`src/rtl/core/bsef_pkg.sv`:
```
// bsef_pkg: shared types, codes and helpers for the byte set escape filter
// no dependencies; imported by every module under rtl/core

package bsef_pkg;

  // configuration register indexes
  localparam logic [2:0] CFG_MODE  = 3'd0;
  localparam logic [2:0] CFG_MASK0 = 3'd1;
  localparam logic [2:0] CFG_MASK1 = 3'd2;
  localparam logic [2:0] CFG_MASK2 = 3'd3;
  localparam logic [2:0] CFG_MASK3 = 3'd4;

  // escape mode codes
  localparam logic [1:0] MODE_REMOVE  = 2'd0;
  localparam logic [1:0] MODE_BSLASH  = 2'd1;
  localparam logic [1:0] MODE_PERCENT = 2'd2;
  localparam logic [1:0] MODE_PASS    = 2'd3;

  localparam logic [7:0] CHAR_BSLASH  = 8'h5C;
  localparam logic [7:0] CHAR_PERCENT = 8'h25;

  // queue between front and back
  localparam int unsigned QDEPTH = 2;
  localparam int unsigned QPTR_W = 1;
  localparam int unsigned QCNT_W = 2;

  // what the back end does with a queued byte
  typedef enum logic [1:0] {
    KIND_PASS    = 2'd0,
    KIND_BSLASH  = 2'd1,
    KIND_PERCENT = 2'd2
  } bsef_kind_e;

  typedef struct packed {
    logic [7:0] data;
    bsef_kind_e kind;
  } bsef_item_t;

  // uppercase hex digit for one nibble
  function automatic logic [7:0] hex_digit(input logic [3:0] n);
    logic [7:0] ext;
    ext = {4'b0000, n};
    if (n < 4'd10) begin
      hex_digit = 8'h30 + ext;
    end else begin
      hex_digit = 8'h37 + ext;
    end
  endfunction

endpackage

```
`src/rtl/core/bsef_front.sv`:
```
// bsef_front: configuration registers and per-byte classification
// depends on bsef_pkg

module bsef_front import bsef_pkg::*; (
  input  logic        clk_i,
  input  logic        rst_ni,
  input  logic        cfg_valid_i,
  input  logic [2:0]  cfg_index_i,
  input  logic [63:0] cfg_data_i,
  input  logic        in_valid_i,
  input  logic [7:0]  in_byte_i,
  input  logic        q_full_i,
  output logic        push_o,
  output bsef_item_t  item_o
);

  logic [1:0]  mode_q;
  logic [63:0] mask_q [4];
  logic        marked;
  logic        drop;

  always_ff @(posedge clk_i or negedge rst_ni) begin
    if (!rst_ni) begin
      mode_q <= MODE_REMOVE;
      for (int i = 0; i < 4; i++) begin
        mask_q[i] <= '0;
      end
    end else if (cfg_valid_i) begin
      case (cfg_index_i)
        CFG_MODE:  mode_q    <= cfg_data_i[1:0];
        CFG_MASK0: mask_q[0] <= cfg_data_i;
        CFG_MASK1: mask_q[1] <= cfg_data_i;
        CFG_MASK2: mask_q[2] <= cfg_data_i;
        CFG_MASK3: mask_q[3] <= cfg_data_i;
        default: ;
      endcase
    end
  end

  assign marked = mask_q[in_byte_i[7:6]][in_byte_i[5:0]];

  always_comb begin
    drop         = 1'b0;
    item_o.data  = in_byte_i;
    item_o.kind  = KIND_PASS;
    if (marked) begin
      case (mode_q)
        MODE_REMOVE:  drop        = 1'b1;
        MODE_BSLASH:  item_o.kind = KIND_BSLASH;
        MODE_PERCENT: item_o.kind = KIND_PERCENT;
        default:      item_o.kind = KIND_PASS;
      endcase
    end
  end

  // removed bytes never enter the queue
  assign push_o = in_valid_i && !q_full_i && !drop;

endmodule

```
`src/rtl/core/bsef_queue.sv`:
```
// bsef_queue: two-entry queue of classified bytes between front and back
// depends on bsef_pkg

module bsef_queue import bsef_pkg::*; (
  input  logic       clk_i,
  input  logic       rst_ni,
  input  logic       push_i,
  input  bsef_item_t item_i,
  input  logic       pop_i,
  output logic       full_o,
  output logic       head_valid_o,
  output bsef_item_t head_o
);

  bsef_item_t              mem_q [QDEPTH];
  logic [QPTR_W-1:0]       wr_ptr_q, wr_ptr_d;
  logic [QPTR_W-1:0]       rd_ptr_q, rd_ptr_d;
  logic [QCNT_W-1:0]       cnt_q, cnt_d;

  assign full_o       = (cnt_q == QCNT_W'(QDEPTH));
  assign head_valid_o = (cnt_q != '0);
  assign head_o       = mem_q[rd_ptr_q];

  always_comb begin
    wr_ptr_d = push_i ? wr_ptr_q + 1'b1 : wr_ptr_q;
    rd_ptr_d = pop_i  ? rd_ptr_q + 1'b1 : rd_ptr_q;
    cnt_d    = cnt_q;
    if (push_i && !pop_i) begin
      cnt_d = cnt_q + 1'b1;
    end else if (pop_i && !push_i) begin
      cnt_d = cnt_q - 1'b1;
    end
  end

  always_ff @(posedge clk_i or negedge rst_ni) begin
    if (!rst_ni) begin
      wr_ptr_q <= '0;
      rd_ptr_q <= '0;
      cnt_q    <= '0;
    end else begin
      wr_ptr_q <= wr_ptr_d;
      rd_ptr_q <= rd_ptr_d;
      cnt_q    <= cnt_d;
    end
  end

  always_ff @(posedge clk_i) begin
    if (push_i) begin
      mem_q[wr_ptr_q] <= item_i;
    end
  end

  a_no_overflow: assert property (@(posedge clk_i) disable iff (!rst_ni)
    !(push_i && full_o))
    else $error("push into full queue");

  a_no_underflow: assert property (@(posedge clk_i) disable iff (!rst_ni)
    !(pop_i && !head_valid_o))
    else $error("pop from empty queue");

endmodule

```
`src/rtl/core/bsef_back.sv`:
```
// bsef_back: expands the head byte into one to three output beats
// depends on bsef_pkg; holds the output register

module bsef_back import bsef_pkg::*; (
  input  logic       clk_i,
  input  logic       rst_ni,
  input  logic       head_valid_i,
  input  bsef_item_t head_i,
  output logic       pop_o,
  output logic       out_valid_o,
  output logic [7:0] out_byte_o,
  output logic       run_last_o,
  input  logic       out_stall_i
);

  logic       out_valid_q, out_valid_d;
  logic [7:0] out_byte_q;
  logic       out_last_q;
  logic [1:0] step_q, step_d;
  logic       load;
  logic [7:0] beat_byte;
  logic       beat_last;

  assign load = head_valid_i && (!out_valid_q || !out_stall_i);

  // byte and last flag for the current step of the head entry
  always_comb begin
    beat_byte = head_i.data;
    beat_last = 1'b1;
    case (head_i.kind)
      KIND_PASS: begin
        beat_byte = head_i.data;
        beat_last = 1'b1;
      end
      KIND_BSLASH: begin
        beat_byte = (step_q == 2'd0) ? CHAR_BSLASH : head_i.data;
        beat_last = (step_q != 2'd0);
      end
      KIND_PERCENT: begin
        case (step_q)
          2'd0:    beat_byte = CHAR_PERCENT;
          2'd1:    beat_byte = hex_digit(head_i.data[7:4]);
          default: beat_byte = hex_digit(head_i.data[3:0]);
        endcase
        beat_last = (step_q == 2'd2);
      end
      default: begin
        beat_byte = head_i.data;
        beat_last = 1'b1;
      end
    endcase
  end

  assign pop_o = load && beat_last;

  always_comb begin
    step_d      = step_q;
    out_valid_d = out_valid_q;
    if (!out_valid_q || !out_stall_i) begin
      out_valid_d = head_valid_i;
    end
    if (load) begin
      step_d = beat_last ? 2'd0 : step_q + 2'd1;
    end
  end

  always_ff @(posedge clk_i or negedge rst_ni) begin
    if (!rst_ni) begin
      out_valid_q <= 1'b0;
      step_q      <= 2'd0;
    end else begin
      out_valid_q <= out_valid_d;
      step_q      <= step_d;
    end
  end

  always_ff @(posedge clk_i) begin
    if (load) begin
      out_byte_q <= beat_byte;
      out_last_q <= beat_last;
    end
  end

  assign out_valid_o = out_valid_q;
  assign out_byte_o  = out_byte_q;
  assign run_last_o  = out_last_q;

  a_mid_item_head: assert property (@(posedge clk_i) disable iff (!rst_ni)
    (step_q != 2'd0) |-> head_valid_i)
    else $error("expansion in progress without a head entry");

  a_run_continues: assert property (@(posedge clk_i) disable iff (!rst_ni)
    (out_valid_q && !out_last_q) |=> out_valid_q)
    else $error("output run broken before its last beat");

endmodule

```
`src/rtl/core/byte_set_escape_filter.sv`:
```
// byte_set_escape_filter: top level, front classifier, queue and back expander
// depends on bsef_pkg, bsef_front, bsef_queue, bsef_back

// Byte set escape filter. One byte enters per input beat; a 256-bit mask
// (registers 1..4, 64 values each) marks a byte set, and register 0 picks what
// happens to a marked byte: 0 drops it, 1 sends a backslash and then the byte,
// 2 sends '%' and two uppercase hex digits, 3 passes everything unchanged.
// Unmarked bytes pass as one beat. run_last_o flags the final output beat of
// each input byte. The front classifies a byte in the cycle it is accepted and
// drops removed bytes at once; kept bytes go into a two-entry queue. The back
// end expands the head entry at one output beat per cycle while the output is
// not stalled, into a registered output stage, and plain bytes flow at one per
// cycle under the same condition. An accepted byte passes through the queue and
// then the output register.
// Configuration writes are always taken (cfg_ready_o is tied high); write them
// only while the block is idle. Indexes above four are ignored.

module byte_set_escape_filter import bsef_pkg::*; (
  input  logic        clk_i,
  input  logic        rst_ni,
  // configuration write channel
  input  logic        cfg_valid_i,
  output logic        cfg_ready_o,
  input  logic [2:0]  cfg_index_i,
  input  logic [63:0] cfg_data_i,
  // input byte channel
  input  logic        in_valid_i,
  output logic        in_stall_o,
  input  logic [7:0]  in_byte_i,
  // output byte channel
  output logic        out_valid_o,
  input  logic        out_stall_i,
  output logic [7:0]  out_byte_o,
  output logic        run_last_o
);

  logic       q_full;
  logic       push;
  bsef_item_t push_item;
  logic       pop;
  logic       head_valid;
  bsef_item_t head_item;

  assign cfg_ready_o = 1'b1;
  // the front stalls only while the queue is full; a removed byte still waits
  // for room, which keeps the stall a plain registered signal
  assign in_stall_o  = q_full;

  bsef_front u_front (
    .clk_i       (clk_i),
    .rst_ni      (rst_ni),
    .cfg_valid_i (cfg_valid_i & cfg_ready_o),
    .cfg_index_i (cfg_index_i),
    .cfg_data_i  (cfg_data_i),
    .in_valid_i  (in_valid_i),
    .in_byte_i   (in_byte_i),
    .q_full_i    (q_full),
    .push_o      (push),
    .item_o      (push_item)
  );

  // short queue so the front keeps taking bytes while the back expands one
  bsef_queue u_queue (
    .clk_i        (clk_i),
    .rst_ni       (rst_ni),
    .push_i       (push),
    .item_i       (push_item),
    .pop_i        (pop),
    .full_o       (q_full),
    .head_valid_o (head_valid),
    .head_o       (head_item)
  );

  // one output beat per cycle, while the output is not stalled, from the head entry into the output register
  bsef_back u_back (
    .clk_i        (clk_i),
    .rst_ni       (rst_ni),
    .head_valid_i (head_valid),
    .head_i       (head_item),
    .pop_o        (pop),
    .out_valid_o  (out_valid_o),
    .out_byte_o   (out_byte_o),
    .run_last_o   (run_last_o),
    .out_stall_i  (out_stall_i)
  );

endmodule

```
`config.mk`:
```
export PLATFORM = sky130hd
export DESIGN_NAME = byte_set_escape_filter
export DESIGN_NICKNAME = d
export VERILOG_FILES = /design/src/rtl/core/bsef_pkg.sv /design/src/rtl/core/bsef_front.sv /design/src/rtl/core/bsef_queue.sv /design/src/rtl/core/bsef_back.sv /design/src/rtl/core/byte_set_escape_filter.sv
export SDC_FILE = /design/constraint.sdc
export NUM_CORES = 1
export LEC_CHECK = 0
export BUFFER_PORTS_ARGS = -buffer_cell sky130_fd_sc_hd__buf_4
export CORE_ASPECT_RATIO = 0.5
export CORE_MARGIN = 3
export CORE_UTILIZATION = 48
export DETAILED_ROUTE_END_ITERATION = 16
export PLACE_DENSITY = 0.66
export SYNTH_ARGS = -nofsm -noshare
export SYNTH_HDL_FRONTEND = slang
export SYNTH_SLANG_ARGS = --single-unit
```
`constraint.sdc`:
```
create_clock -name clk_i -period 4.3 [get_ports clk_i]
set_input_delay 0.43 -clock clk_i [delete_from_list [all_inputs] [get_ports clk_i]]
set_output_delay 0.43 -clock clk_i [all_outputs]
set_load 0.01 [all_outputs]
```
* After elaboration in Yosys (flattened, before gate mapping) *
Memory sizes are Yosys's and may differ from the RTL's.
Cells that the tools add are included.

operators by class
  add/sub/neg operators = 9
  $mul = 0
  divide/modulo/power cells = 0
  magnitude comparators = 4
  equal/unequal tests = 11
  shift-type cells = 0
  mux-type cells = 20
  bitwise operators = 1
  reductions and logical operators = 24

operators by type and width
  cell                                                                    number
  64-bit binary-select mux with 2-bit select                              1
  64-bit two-way mux                                                      2
  8-bit one-hot mux with 2 select lines                                   2
  6-bit by 4-bit adder with 7-bit output (first input constant)           4
  8-bit two-way mux                                                       3
  2-bit AND reduction                                                     5
  2-bit equality test (second input constant)                             4
  4-bit < comparator (second input constant)                              2
  2-bit two-way mux                                                       4
  6-bit by 7-bit < comparator with 1-bit output (second input constant)   1
  1-bit binary-select mux with 6-bit select                               1
  2-bit by 1-bit equality test with 1-bit output (second input constant)  3
  3-bit by 2-bit equality test with 1-bit output (second input constant)  2
  1-bit logical AND                                                       6
  1-bit logical NOT                                                       6
  2-bit nonzero test                                                      3
  1-bit two-way mux                                                       5
  2-bit by 1-bit adder with 2-bit output (second input constant)          2
  2-bit logical NOT                                                       2
  2-bit one-hot mux with 2 select lines                                   1
  3-bit by 1-bit equality test with 1-bit output (second input constant)  1
  3-bit equality test (second input constant)                             1
  3-bit greater-or-equal comparator (second input constant)               1
  3-bit logical NOT                                                       1
  other kinds (5)                                                         6

storage, ports and cells
  register bits = 274
  latch bits = 0
  bits in writable memories = 20
  ROM bits = 0
  bits of input ports = 80
  output and inout bits = 12
  logic and storage cells = 82
  memories kept = 1

memory list
  memory         depth  width  rd ports  clocked after Yosys merged registers in  write ports  RTL line          text
  u_queue.mem_q  2      10     1         0                                        1            bsef_queue.sv:15  bsef_item_t mem_q [QDEPTH];

* Logic depth before layout (Yosys ltp) *
Gate-level depths: netlist of run 1.

  word-level depth = 13
  depth in mapped cells = 14
  mapped depth without buffers = 11

* By module *
Synthesis of run 1 repeated with hierarchy kept, for this count alone.

unflattened totals
  cells, all modules = 896
  area, all modules = 13748.2 um^2

modules (own cells, without submodules)
  module                  instances  cells each  area an instance (um^2)  sequential area each (um^2)
  bsef_front              1          756         11946.5                  6456.2
  bsef_queue              1          47          949.7                    700.7
  bsef_back               1          91          840.8                    345.3
  byte_set_escape_filter  1          2           11.3                     0.0

* Worst setup path after synthesis of run 1 *
No wires, ideal clock.

  path kind = input-to-reg
  from = in in_byte_i[7]
  to = mem u_queue.mem_q[0][0] (netlist bit) (enable)
  library setup time = 0.392 ns
  data arrival time = 2.844 ns
  data required time = 3.908 ns
  path slack = 1.063 ns
  stages = 9
  path through = buf_4 > buf_4 > buf_2 > mux4_2 > a211oi_1 > o32ai_1 > a221o_1 > nand4_1 > nor3b_1

on the way
  cells in the longest elaborated chain, start to end = 11

RTL lines
  what                                                    RTL line                      text
  from (decl)                                             byte_set_escape_filter.sv:29  input logic [7:0] in_byte_i,
  2-bit inverter with 3-bit output (not written as such)  bsef_front.sv:40              assign marked = mask_q[in_byte_i[7:6]][in_byte_i[5:0]];
  64-bit binary-select mux with 2-bit select              bsef_front.sv:40
  64-bit two-way mux (not written as such) (2 in a row)   bsef_front.sv:40
  1-bit binary-select mux with 6-bit select               bsef_front.sv:40
  1-bit two-way mux (not written as such)                 bsef_front.sv:40
  1-bit two-way mux                                       bsef_front.sv:46              if (marked) begin
  1-bit logical NOT                                       bsef_front.sv:57              assign push_o = in_valid_i && !q_full_i && !drop;
  1-bit logical AND                                       bsef_front.sv:57
  1-bit two-way mux                                       bsef_queue.sv:48              if (push_i) begin
  1-bit two-way mux (not written as such)                 bsef_queue.sv:49              mem_q[wr_ptr_q] <= item_i;
  to (decl)                                               bsef_queue.sv:15

Every way passes these cells. The select of a mux whose other input is x is not followed.

* Worst setup path after layout of run 1 *
  from = in in_byte_i[7]
  to = mem u_queue.mem_q[1][8] (netlist bit) (enable)

The elaborated chain is that of the path after synthesis.

==> results.py, run 1 <==
metrics = {
    "power_and_ir_drop": {
        "vdd_drop_max_v": 0.000320,
        "powerDensity_nw_per_um2": 538,
        "leakage_nw": 6.60,
    },
    "layout": {
        "areaGrowthSynthToFinish_pct": 15.5,
        "final_cell_mix": "dfrtp_1, mux2_2, buf_4",
        "stdcell_count": 1397,
        "regArea_um2": 7500,
        "nNetsFinal": 1089,
        "multi_input_area_um2": 5810,
        "drive_gt1_frac": 0.462,
        "nFillCells": 2161,
        "layout_commonest_cell": "dfrtp_1",
    },
    "synth": {
        "syn_area_um2": 13600,
        "ys_types": 59,
        "synth_edf_count": 29,
        "ys_ff_latch": 294,
        "syn_inst": 919,
        "ys_seq_area_frac": 0.551,
        "syn_nets": 1007,
        "synth_warnings": 0,
        "yosys-top-cells-area": "dfrtp_1, mux2_2, mux4_2, edfxtp_1, mux2i_1",
        "synth_largest_area_cell": "dfrtp_1",
        "postSynth.asyncResetShare": 0.901,
        "synthFlopType": "dfrtp_1",
        "synth.top_cell.area_share": 0.487,
        "synth.avg_cell_area_um2": 14.8,
    },
    "clock_network": {
        "cts_buffers": 27,
        "cts.repair.resized": 0,
        "cts_tree": "done",
        "cts_root_buffer": "clkbuf_16",
        "post_cts_buffers": 0,
        "postCtsHoldBufs": 1,
        "clk_pin_slew_ns": 0.07,
        "cts.sinks": 294,
        "cts_buffer_depth": 3,
        "clock_latency_ns": 0.55,
        "htreeDepth": 1,
    },
    "placement": {
        "dp.cells": 1345,
        "place_congestion": 0.791,
        "numPortBuffers": 90,
        "dp_hpwl_mm": 19.7,
    },
    "worst_setup_path": {
        "crit_top_cell": "buf_4",
        "path_delay_family": "simple AND/OR/NAND/NOR gates",
        "endpoint_kind": "flip-flop",
        "crit_buf_inv": 3,
        "critPathMaxFanout": 35,
        "required_ns": 4.50,
        "crit_chain": "buf_4 > buf_12 > buf_4 > mux4_2 > mux2i_1 > nor3_1 > nor4_1 > o31ai_1 > nand4_1 > and4_1",
        "crit_slowest_cell": "and4_1",
        "critPathArrivalTime_ns": 3.31,
        "cp-start-kind": "input port",
        "max_stage_delay_ns": 0.49,
        "critical_path_class": "in -> reg",
    },
    "routing": {
        "vias_per_cell": 5.82,
        "totalWireLength_mm": 30.9,
        "avgRoutedWirePerCell_um": 22.1,
        "drt-pass1-iter-count": 5,
        "via_count": 8130,
        "drc": 0,
        "ant_nets": 0,
        "drt_iter0_drc": 447,
    },
    "timing": {
        "skew_ns": 0.0118,
        "rsz0062_at_grt": "false",
        "clock.fmax_mhz": 322,
        "tightestPinTransition_ns": 1.10,
        "hold_violations": 0,
        "setup_tns_ns": 0,
        "period_share": 0.722,
        "finalSetupViolCount": 0,
        "slew_violations": 0,
        "fin_crit_ns": 3.11,
        "slew-limit-headroom": 0.267,
    },
    "global_routing": {
        "grt_first_pass_wirelength_mm": 49.8,
        "grt_max_degree": 96,
        "overflow": 0,
        "antenna_found_initial": 0,
        "grt_pass1_vias": 8753,
        "grt_usage": 0.206,
    },
    "status": {
        "status": "completed",
    },
    "flow_run": {
        "maxCapViolCount": 0,
    },
    "die": {
        "initial_core_util": 0.501,
        "die_y_um": 125,
        "coreArea_um2": 27200,
        "io-pin-count": 92,
        "core.rowCount": 42,
        "die_area_um2": 30500,
        "die_w_um": 244,
    },
    "min_path": {
        "hold_path.class": "in -> reg",
    },
}
worst reg2reg max path: stages (launching register included):
cell,delay (ns)
dfrtp_1,0.39
mux4_2,0.47
mux2_2,0.28
o211ai_1,0.27
a31oi_1,0.14
o32a_1,0.40
nand4_1,0.15
and4_1,0.49
power breakdown:
group	switching, W	total [W]	leakage, nW	internal [W]
sequential	0.000347	0.00385	3.45	0.00350
combinational	0.000850	0.00188	2.65	0.00103
clock	0.00107	0.00274	0.500	0.00166
total	0.00227	0.00846	6.60	0.00619
through the flow:
step	total power, W	setup WS [ns]	utilization	hold WS [ns]	area (um^2)
final	0.00846	1.19	0.579	0.0961	15700
after global routing	0.00892	1.01	0.579	0.0809	15700
after CTS	0.00853	1.22	0.579	0.0758	15700
after detailed placement	0.00579	0.654	0.541	0.473	14700
after global placement	0.00570	0.683	0.541	0.464	14700
after floorplan	0.00517	1.06	-	0.134	13600
area by class of cell:
type                            instances  share of cell area
Antenna cell                            1            0.000159
Timing Repair Buffer                  107              0.0565
Sequential cell                       294               0.477
Multi-Input combinational cell        560               0.370
Clock buffer                           35              0.0480
Tap cell                              374              0.0298
Clock inverter                         15              0.0164
Inverter                               11             0.00263
cell families after synthesis:
logic type,after synthesis,share of synthesized area
xor+xnor,5,0.00322
mux,355,0.328
other cells,1,0.000275
flops,294,0.551
buf+inv,65,0.0238
compound gates,85,0.0440
fa+ha+maj,8,0.00735
simple gates,106,0.0417
synth_stat cells, drive strengths merged (3+ instances only):
| cell | n |
|---|---|
| ha | 8 |
| mux4 | 47 |
| nor2 | 16 |
| o21ai | 10 |
| nand2b | 6 |
| nor3b | 7 |
| nor4 | 4 |
| mux2i | 44 |
| mux2 | 264 |
| nand2 | 28 |
| inv | 11 |
| xor2 | 3 |
| nand3b | 5 |
| edfxtp | 29 |
| and3 | 3 |
| o32ai | 4 |
| o31ai | 3 |
| buf | 21 |
| nor2b | 8 |
| nor3 | 5 |
| a21oi | 21 |
| o22ai | 8 |
| o211ai | 5 |
| and2 | 4 |
| a211oi | 7 |
| o221ai | 6 |
| nand3 | 9 |
| dfrtp | 265 |
| clkbuf | 33 |
sequential cells by signal (all words and copies together), names as in the netlist, 2 cells and up:
| name | cells |
|---|---|
| u_back.out_byte_o | 8 |
| u_front.mask_q | 256 |
| u_front.mode_q | 2 |
| u_back.step_q | 2 |
| u_queue.mem_q | 20 |
| u_queue.cnt_q | 2 |
final timing paths:
| kind | cells past startpoint | slack, ns | start | endpoint |
|---|---|---|---|---|
| setup / recovery | 10 | 1.19 | in_byte_i[7] | u_queue.mem_q[1][8]$_DFFE_PP_ |
| hold / removal | 3 | 0.1 | out_stall_i | u_back.out_valid_o$_DFFE_PN0N_ |
| setup reg to reg | 7 | 1.38 | u_front.mask_q[46]$_DFFE_PN0P_ | u_queue.mem_q[1][8]$_DFFE_PP_ |
| hold reg to reg | 1 | 0.49 | u_queue.cnt_q[1]$_DFFE_PN0P_ | u_queue.cnt_q[1]$_DFFE_PN0P_ |
| max in group asynchronous | 3 | 2.89 | rst_ni | u_front.mask_q[110]$_DFFE_PN0P_ |
| min in group asynchronous | 2 | 0.45 | rst_ni | u_back.step_q[0]$_DFFE_PN0P_ |
per-layer routing:
| metal | track usage | share of wire | vias up |
|---|---|---|---|
| met5 | 0 | 0 | - |
| li1 | - | - | 3631 |
| met2 | 0.335 | 0.47 | 168 |
| met1 | 0.295 | 0.47 | 4293 |
| met3 | 0.0385 | 0.046 | 38 |
| met4 | 0.0366 | 0.014 | 0 |
(Power assumes the default switching activity.)
==> run 2, diff against run 1 <==
ABC_AREA = 1   (was not set)
PLACE_DENSITY = 0.68   (was 0.66)
clock period = 2.5 ns   (was 4.3 ns; I/O delays follow)
==> run 2 against run 1 <==
Effect of this change:
- largest cell class unchanged
- non-clock buffer count grew 48
- wire length grew 14%
- critical path type is now reg -> reg
- synthesized cell count grew 80%
- critical path depth shrank 3
- combinational power grew 75%
- clock power grew 46%
- global-route usage grew 2.7 points
==> results.py, run 2 <==
metrics = {
    "layout": {
        "nNetsFinal": 1817,
        "regMostFlops": "u_front.mask_q",
        "diodes": 0,
        "nFillCells": 2394,
        "layout_commonest_cell": "nand2_1",
        "drive_gt1_frac": 0.119,
        "largest_register_ffs": 256,
        "regArea_um2": 7500,
        "stdcell_count": 2120,
        "final_area_um2": 15800,
        "multi_input_area_um2": 5220,
        "areaGrowthSynthToFinish_pct": 16.1,
        "final_util": 0.582,
        "final_cell_mix": "nand2_1, o21ai_0, dfrtp_1",
    },
    "synth": {
        "syn_inst": 1655,
        "synth.most_common_cell": "nand2_1",
        "yosys-top-cells-area": "dfrtp_1, nand2_1, o21ai_0, nand3_1, edfxtp_1",
        "synthFlopType": "dfrtp_1",
        "synth.top_cell.area_share": 0.487,
        "synth_largest_area_cell": "dfrtp_1",
        "synth_warnings": 0,
        "synth.avg_cell_area_um2": 8.23,
        "ys_types": 26,
        "ys_seq_area_frac": 0.551,
        "synth_edf_count": 29,
        "syn_nets": 1743,
        "postSynth.asyncResetShare": 0.901,
        "ys_top_cells_by_count": "nand2_1, o21ai_0, dfrtp_1",
        "ys_ff_latch": 294,
        "syn_area_um2": 13600,
    },
    "power_and_ir_drop": {
        "p_clk_frac": 0.293,
        "leakage_nw": 7.66,
        "vdd_drop_max_v": 0.000537,
        "intPower_w": 0.00958,
        "p_comb_frac": 0.240,
        "seqPwrFrac": 0.467,
        "power.switching_w": 0.00412,
        "powerDensity_nw_per_um2": 866,
        "p_sw_frac": 0.301,
    },
    "routing": {
        "drt-pass1-iter-count": 6,
        "drt_iter0_drc": 1151,
        "via_count": 11582,
        "drc": 0,
        "vias_per_cell": 5.46,
        "ant_nets": 0,
        "totalWireLength_mm": 35.2,
        "avgRoutedWirePerCell_um": 16.6,
    },
    "worst_setup_path": {
        "crit_slowest_cell": "o311ai_0",
        "critical_path_class": "reg -> reg",
        "required_ns": 2.75,
        "crit_top_cell": "buf_4",
        "crit_chain": "buf_4 > buf_4 > o21ai_0 > ha_1 > a21oi_1 > o311ai_0 > a31oi_1",
        "max_stage_delay_ns": 0.50,
        "critPathMaxFanout": 7,
        "endpoint_kind": "flip-flop",
        "critPathArrivalTime_ns": 2.60,
        "cp-start-kind": "flip-flop",
    },
    "clock_network": {
        "cts.sinks": 294,
        "cts_buffer_depth": 3,
        "cts_tree": "done",
        "clock_latency_ns": 0.54,
        "clk_pin_slew_ns": 0.07,
        "post_cts_buffers": 0,
        "cts_buffers": 27,
        "htreeDepth": 1,
        "cts_root_buffer": "clkbuf_16",
    },
    "flow_run": {
        "maxCapViolCount": 0,
    },
    "timing": {
        "finalSetupViolCount": 0,
        "hold_violations": 0,
        "slew_violations": 0,
        "skew_ns": 0.0112,
        "clock.fmax_mhz": 426,
        "fin_crit_ns": 2.35,
        "tightestPinTransition_ns": 0.746,
        "slew-limit-headroom": 0.503,
        "period_share": 0.939,
    },
    "die": {
        "initial_core_util": 0.502,
        "die_w_um": 244,
        "io-pin-count": 92,
        "core.rowCount": 42,
        "die_y_um": 125,
        "die_area_um2": 30600,
        "coreArea_um2": 27200,
    },
    "placement": {
        "dp.cells": 2070,
        "post_dp_cell_area_um2": 14900,
        "dp_hpwl_mm": 22.2,
        "place_congestion": 0.857,
        "numPortBuffers": 90,
    },
    "global_routing": {
        "grt_pass1_vias": 11521,
        "grt_usage": 0.233,
        "overflow": 0,
        "grt_first_pass_wirelength_mm": 58.6,
        "antenna_found_initial": 0,
        "grt_max_degree": 129,
    },
    "min_path": {
        "hold_path.class": "in -> reg",
    },
    "status": {
        "status": "completed",
    },
}
run 2: changes by cell type in the layout (fill, tap and decap cells not counted), sizes merged, moves of 8 or more:
| cell | before | now |
|---|---|---|
| mux4 | 47 | 0 |
| buf | 106 | 151 |
| o21ai | 10 | 277 |
| nand2 | 28 | 559 |
| nand3 | 9 | 255 |
| clkbuf | 35 | 44 |
| a21oi | 21 | 6 |
| mux2 | 264 | 0 |
| nor2b | 8 | 0 |
| inv | 13 | 101 |
| mux2i | 44 | 3 |
run 2: timing repair:
action,CTS,global route
endpoints found under the hold margin,88,0
gates cloned,0,0
gates resized for setup,3,11
pin swaps,0,2
hold buffers,4,0
setup endpoints to repair,7,12
run 2: worst max-delay path, delay by kind of cell (launching register included):
family | cells | cell delay [ns]
flip-flops | 1 | 0.39
AO/OA/AOI/OAI | 4 | 1.08
buffers and inverters | 2 | 0.32
adder cells (fa/ha/maj) | 1 | 0.27
run 2: kinds of logic (layout without fill, tap and decap cells):
logic type / count (synthesis) / in the layout / synth area share
xor gates and xnor gates: 4 / 4 / 0.00257
AOI/OAI and AO/OA: 291 / 291 / 0.108
buffers and inverters: 212 / 303 / 0.0725
other: 1 / 1 / 0.000275
muxes: 3 / 3 / 0.00220
DFF: 294 / 294 / 0.551
and+or+nand+nor: 842 / 842 / 0.256
adders and majority gates: 8 / 8 / 0.00735
run 2: worst paths after layout:
check                                             start  cells after the start                               to  slack (ns)
setup / recovery           u_queue.rd_ptr_q$_DFFE_PN0P_                      7   u_back.out_byte_o[2]$_DFFE_PP_        0.15
hold reg to reg            u_queue.wr_ptr_q$_DFFE_PN0N_                      2     u_queue.wr_ptr_q$_DFFE_PN0N_        0.48
setup reg to reg           u_queue.rd_ptr_q$_DFFE_PN0P_                      7   u_back.out_byte_o[2]$_DFFE_PP_        0.15
hold / removal                           cfg_data_i[36]                      3   u_front.mask_q[36]$_DFFE_PN0P_        0.02
min in group asynchronous                        rst_ni                      2  u_front.mask_q[241]$_DFFE_PN0P_        0.33
max in group asynchronous                        rst_ni                      3   u_front.mask_q[80]$_DFFE_PN0P_        1.29
run 2: power groups by stage:
stage	Sequential, W	Combinational [W]	Clock (W)
floorplan	0.00638	0.00205	0
global placement	0.00643	0.00306	0
detailed placement	0.00646	0.00319	0
CTS	0.00638	0.00322	0.00410
global route	0.00649	0.00376	0.00431
finish	0.00640	0.00329	0.00401
run 2: metrics by stage:
step	hold slack, ns	TNS, ns	setup slack, ns	total power, W
floorplan	-0.0456	0	0.0692	0.00842
CTS	0.00374	-0.000890	-0.000890	0.0137
detailed placement	0.324	-6.79	-0.455	0.00965
finish	0.0181	0	0.152	0.0137
global placement	0.308	-6.33	-0.437	0.00949
global route	0.0160	-0.000694	-0.000694	0.0146
run 2: metal layers:
metal / wire [um] / part of all wire / GRT usage
met1: 16200 / 0.46 / 0.328
met5: 0 / 0 / 0
met2: 15900 / 0.45 / 0.376
met4: 660 / 0.019 / 0.0558
met3: 2460 / 0.070 / 0.0462
run 2: final cells by class:
type / count / area share
Sequential cell: 294 / 0.474
Multi-Input combinational cell: 1149 / 0.330
Timing Repair Buffer: 155 / 0.0884
Clock buffer: 44 / 0.0512
Tap cell: 374 / 0.0296
Inverter: 102 / 0.0243
Clock inverter: 2 / 0.00221
==> run 3, diff against run 2 <==
CORE_MARGIN = not set   (was 3)
CTS_CLUSTER_DIAMETER = 40   (was not set)
clock period = 2.07 ns   (was 2.5 ns; I/O delays follow)
==> run 3 against run 2 <==
Effect of this change:
- the flow now finishes with violations (negative setup slack)
- sequential share of layout area shrank 3.7 points
- clock power grew 45%
- sequential power grew 21%
- count of clock-buffer cells in the layout shrank 7
- global-route usage grew 2.3 points
- combinational power grew 45%
- cell count grew 4.9%
- utilization grew 3.5 points
- total power grew 34%
==> results.py, run 3 (synthesis results as in run 2) <==
metrics = {
    "layout": {
        "nNetsFinal": 1906,
        "layout_commonest_cell": "nand2_1",
        "largest_register_ffs": 256,
        "areaGrowthSynthToFinish_pct": 25.9,
        "diodes": 0,
        "final_util": 0.617,
        "stdcell_count": 2223,
        "drive_gt1_frac": 0.150,
        "regMostFlops": "u_front.mask_q",
        "final_cell_mix": "nand2_1, o21ai_0, dfrtp_1",
    },
    "placement": {
        "dp.cells": 2087,
        "numPortBuffers": 90,
        "dp_hpwl_mm": 22.2,
        "place_congestion": 0.910,
    },
    "timing": {
        "clock.fmax_mhz": 477,
        "slew_violations": 0,
        "fin_crit_ns": 2.10,
        "tightestPinTransition_ns": 0.562,
        "finalSetupViolCount": 5,
        "period_share": 1.01,
        "rsz0062_at_grt": "true",
        "setup_tns_ns": -0.0536,
        "skew_ns": 0.0270,
        "hold_violations": 0,
        "setup_ws_ns": -0.0285,
        "slew-limit-headroom": 0.625,
    },
    "routing": {
        "avgRoutedWirePerCell_um": 16.4,
        "drt_iter0_drc": 1144,
        "drt-pass1-iter-count": 6,
        "ant_nets": 0,
        "via_count": 12038,
        "totalWireLength_mm": 36.4,
        "drc": 0,
        "vias_per_cell": 5.42,
    },
    "power_and_ir_drop": {
        "powerDensity_nw_per_um2": 1070,
        "leakage_nw": 8.21,
        "vdd_drop_max_v": 0.000670,
        "power_w": 0.0183,
    },
    "clock_network": {
        "clock_latency_ns": 0.58,
        "cts_root_buffer": "clkbuf_16",
        "cts.sinks": 294,
        "htreeDepth": 1,
        "cts_buffer_depth": 3,
        "cts_buffers": 30,
        "cts_tree": "done",
        "clk_pin_slew_ns": 0.06,
    },
    "die": {
        "coreArea_um2": 27800,
        "die_y_um": 121,
        "die_w_um": 240,
        "die_area_um2": 29100,
        "io-pin-count": 92,
        "initial_core_util": 0.490,
        "core.rowCount": 43,
    },
    "worst_setup_path": {
        "max_stage_delay_ns": 0.37,
        "required_ns": 2.52,
        "critical_path_class": "reg -> reg",
        "critPathArrivalTime_ns": 2.55,
        "crit_chain": "inv_2 > or2_4 > o21ai_2 > inv_2 > ha_4 > nor2_4 > nor2_4 > a21oi_2 > inv_2 > nand2_4 > ha_4 > a21oi_2 > o21ai_1 > xor2_1",
        "critPathMaxFanout": 3,
        "r2r_start": "u_queue.rd_ptr_q$_DFFE_PN0P_",
        "crit_slowest_cell": "dfrtp_1",
        "cp-startpoint": "u_queue.rd_ptr_q$_DFFE_PN0P_",
        "cp-start-kind": "flip-flop",
        "crit_top_cell": "inv_2",
        "endpoint_kind": "flip-flop",
    },
    "status": {
        "violations": "negative setup slack",
        "status": "finished, violations left",
    },
    "global_routing": {
        "grt_util_met1": 0.363,
        "grt-busiest-layer": "met2",
        "grt_first_pass_wirelength_mm": 59.7,
        "grt_pass1_vias": 11744,
        "overflow": 0,
        "grtUsageMet2": 0.414,
        "grt_usage": 0.256,
        "globalRouteMet3Util": 0.0432,
        "antenna_found_initial": 0,
        "grt_max_degree": 129,
    },
    "flow_run": {
        "maxCapViolCount": 0,
    },
    "min_path": {
        "hold_start": "cfg_data_i[0]",
        "hold_path.class": "in -> reg",
    },
}
## run 3: repair_timing
action	CTS	global route
gates resized for setup	19	33
hold buffers	68	0
endpoints found under the setup margin	24	28
buffers inserted	2	10
pin swaps	8	36
endpoints found under the hold margin	360	0
cloned	0	1
## run 3: final timing paths
path / cells after the start / to / slack (ns)
min: 3 / u_front.mode_q[0]$_DFFE_PN0P_ / 0.02
max reg2reg: 14 / u_queue.cnt_q[1]$_DFFE_PN0P_ / -0.03
max: 14 / u_queue.cnt_q[1]$_DFFE_PN0P_ / -0.03
max in group asynchronous: 3 / u_front.mask_q[34]$_DFFE_PN0P_ / 1.21
min reg2reg: 2 / u_front.mask_q[208]$_DFFE_PN0P_ / 0.49
min in group asynchronous: 2 / u_back.step_q[1]$_DFFE_PN0P_ / 0.15
## run 3: power by group
part / internal (W) / switching, W / total (W)
Clock: 0.00344 / 0.00238 / 0.00582
Sequential: 0.00712 / 0.000633 / 0.00775
Combinational: 0.00217 / 0.00259 / 0.00476
## run 3: layout make-up
type                            count  area [um^2]
Clock inverter                     18          243
Tap cell                          382          478
Timing Repair inverter              1         7.51
Inverter                          102          390
Sequential cell                   294         7500
Multi-Input combinational cell   1149         5430
Timing Repair Buffer              240         2300
Clock buffer                       37          817
Fill cell                        2324        10700
## run 3: per-stage QoR
stage / worst slack [ns] / instance area, um^2 / hold slack [ns]
floorplan: -0.110 / 13700 / -0.0886
global placement: -0.693 / 15100 / 0.161
detailed placement: -0.655 / 15100 / 0.164
CTS: -0.0775 / 16900 / 0.00657
global route: -0.189 / 17200 / 0.0121
finish: -0.0285 / 17200 / 0.0177
## run 3: worst max-delay path, delay by kind of cell (launching register included)
family                     cells  cell delay (ns)
DFF                            1             0.37
and+or+nand+nor                4             0.46
AOI/OAI and AO/OA              4             0.38
buffers and inverters          3             0.18
adders and majority gates      2             0.44
xor gates and xnor gates       1             0.14
## run 3: metal layers
layer | vias to the layer above | share of wire | wire length [um]
li1 | 5731 | - | -
met1 | 5844 | 0.46 | 16700
met2 | 411 | 0.46 | 16700
met3 | 52 | 0.065 | 2380
met4 | 0 | 0.017 | 631
met5 | - | 0 | 0
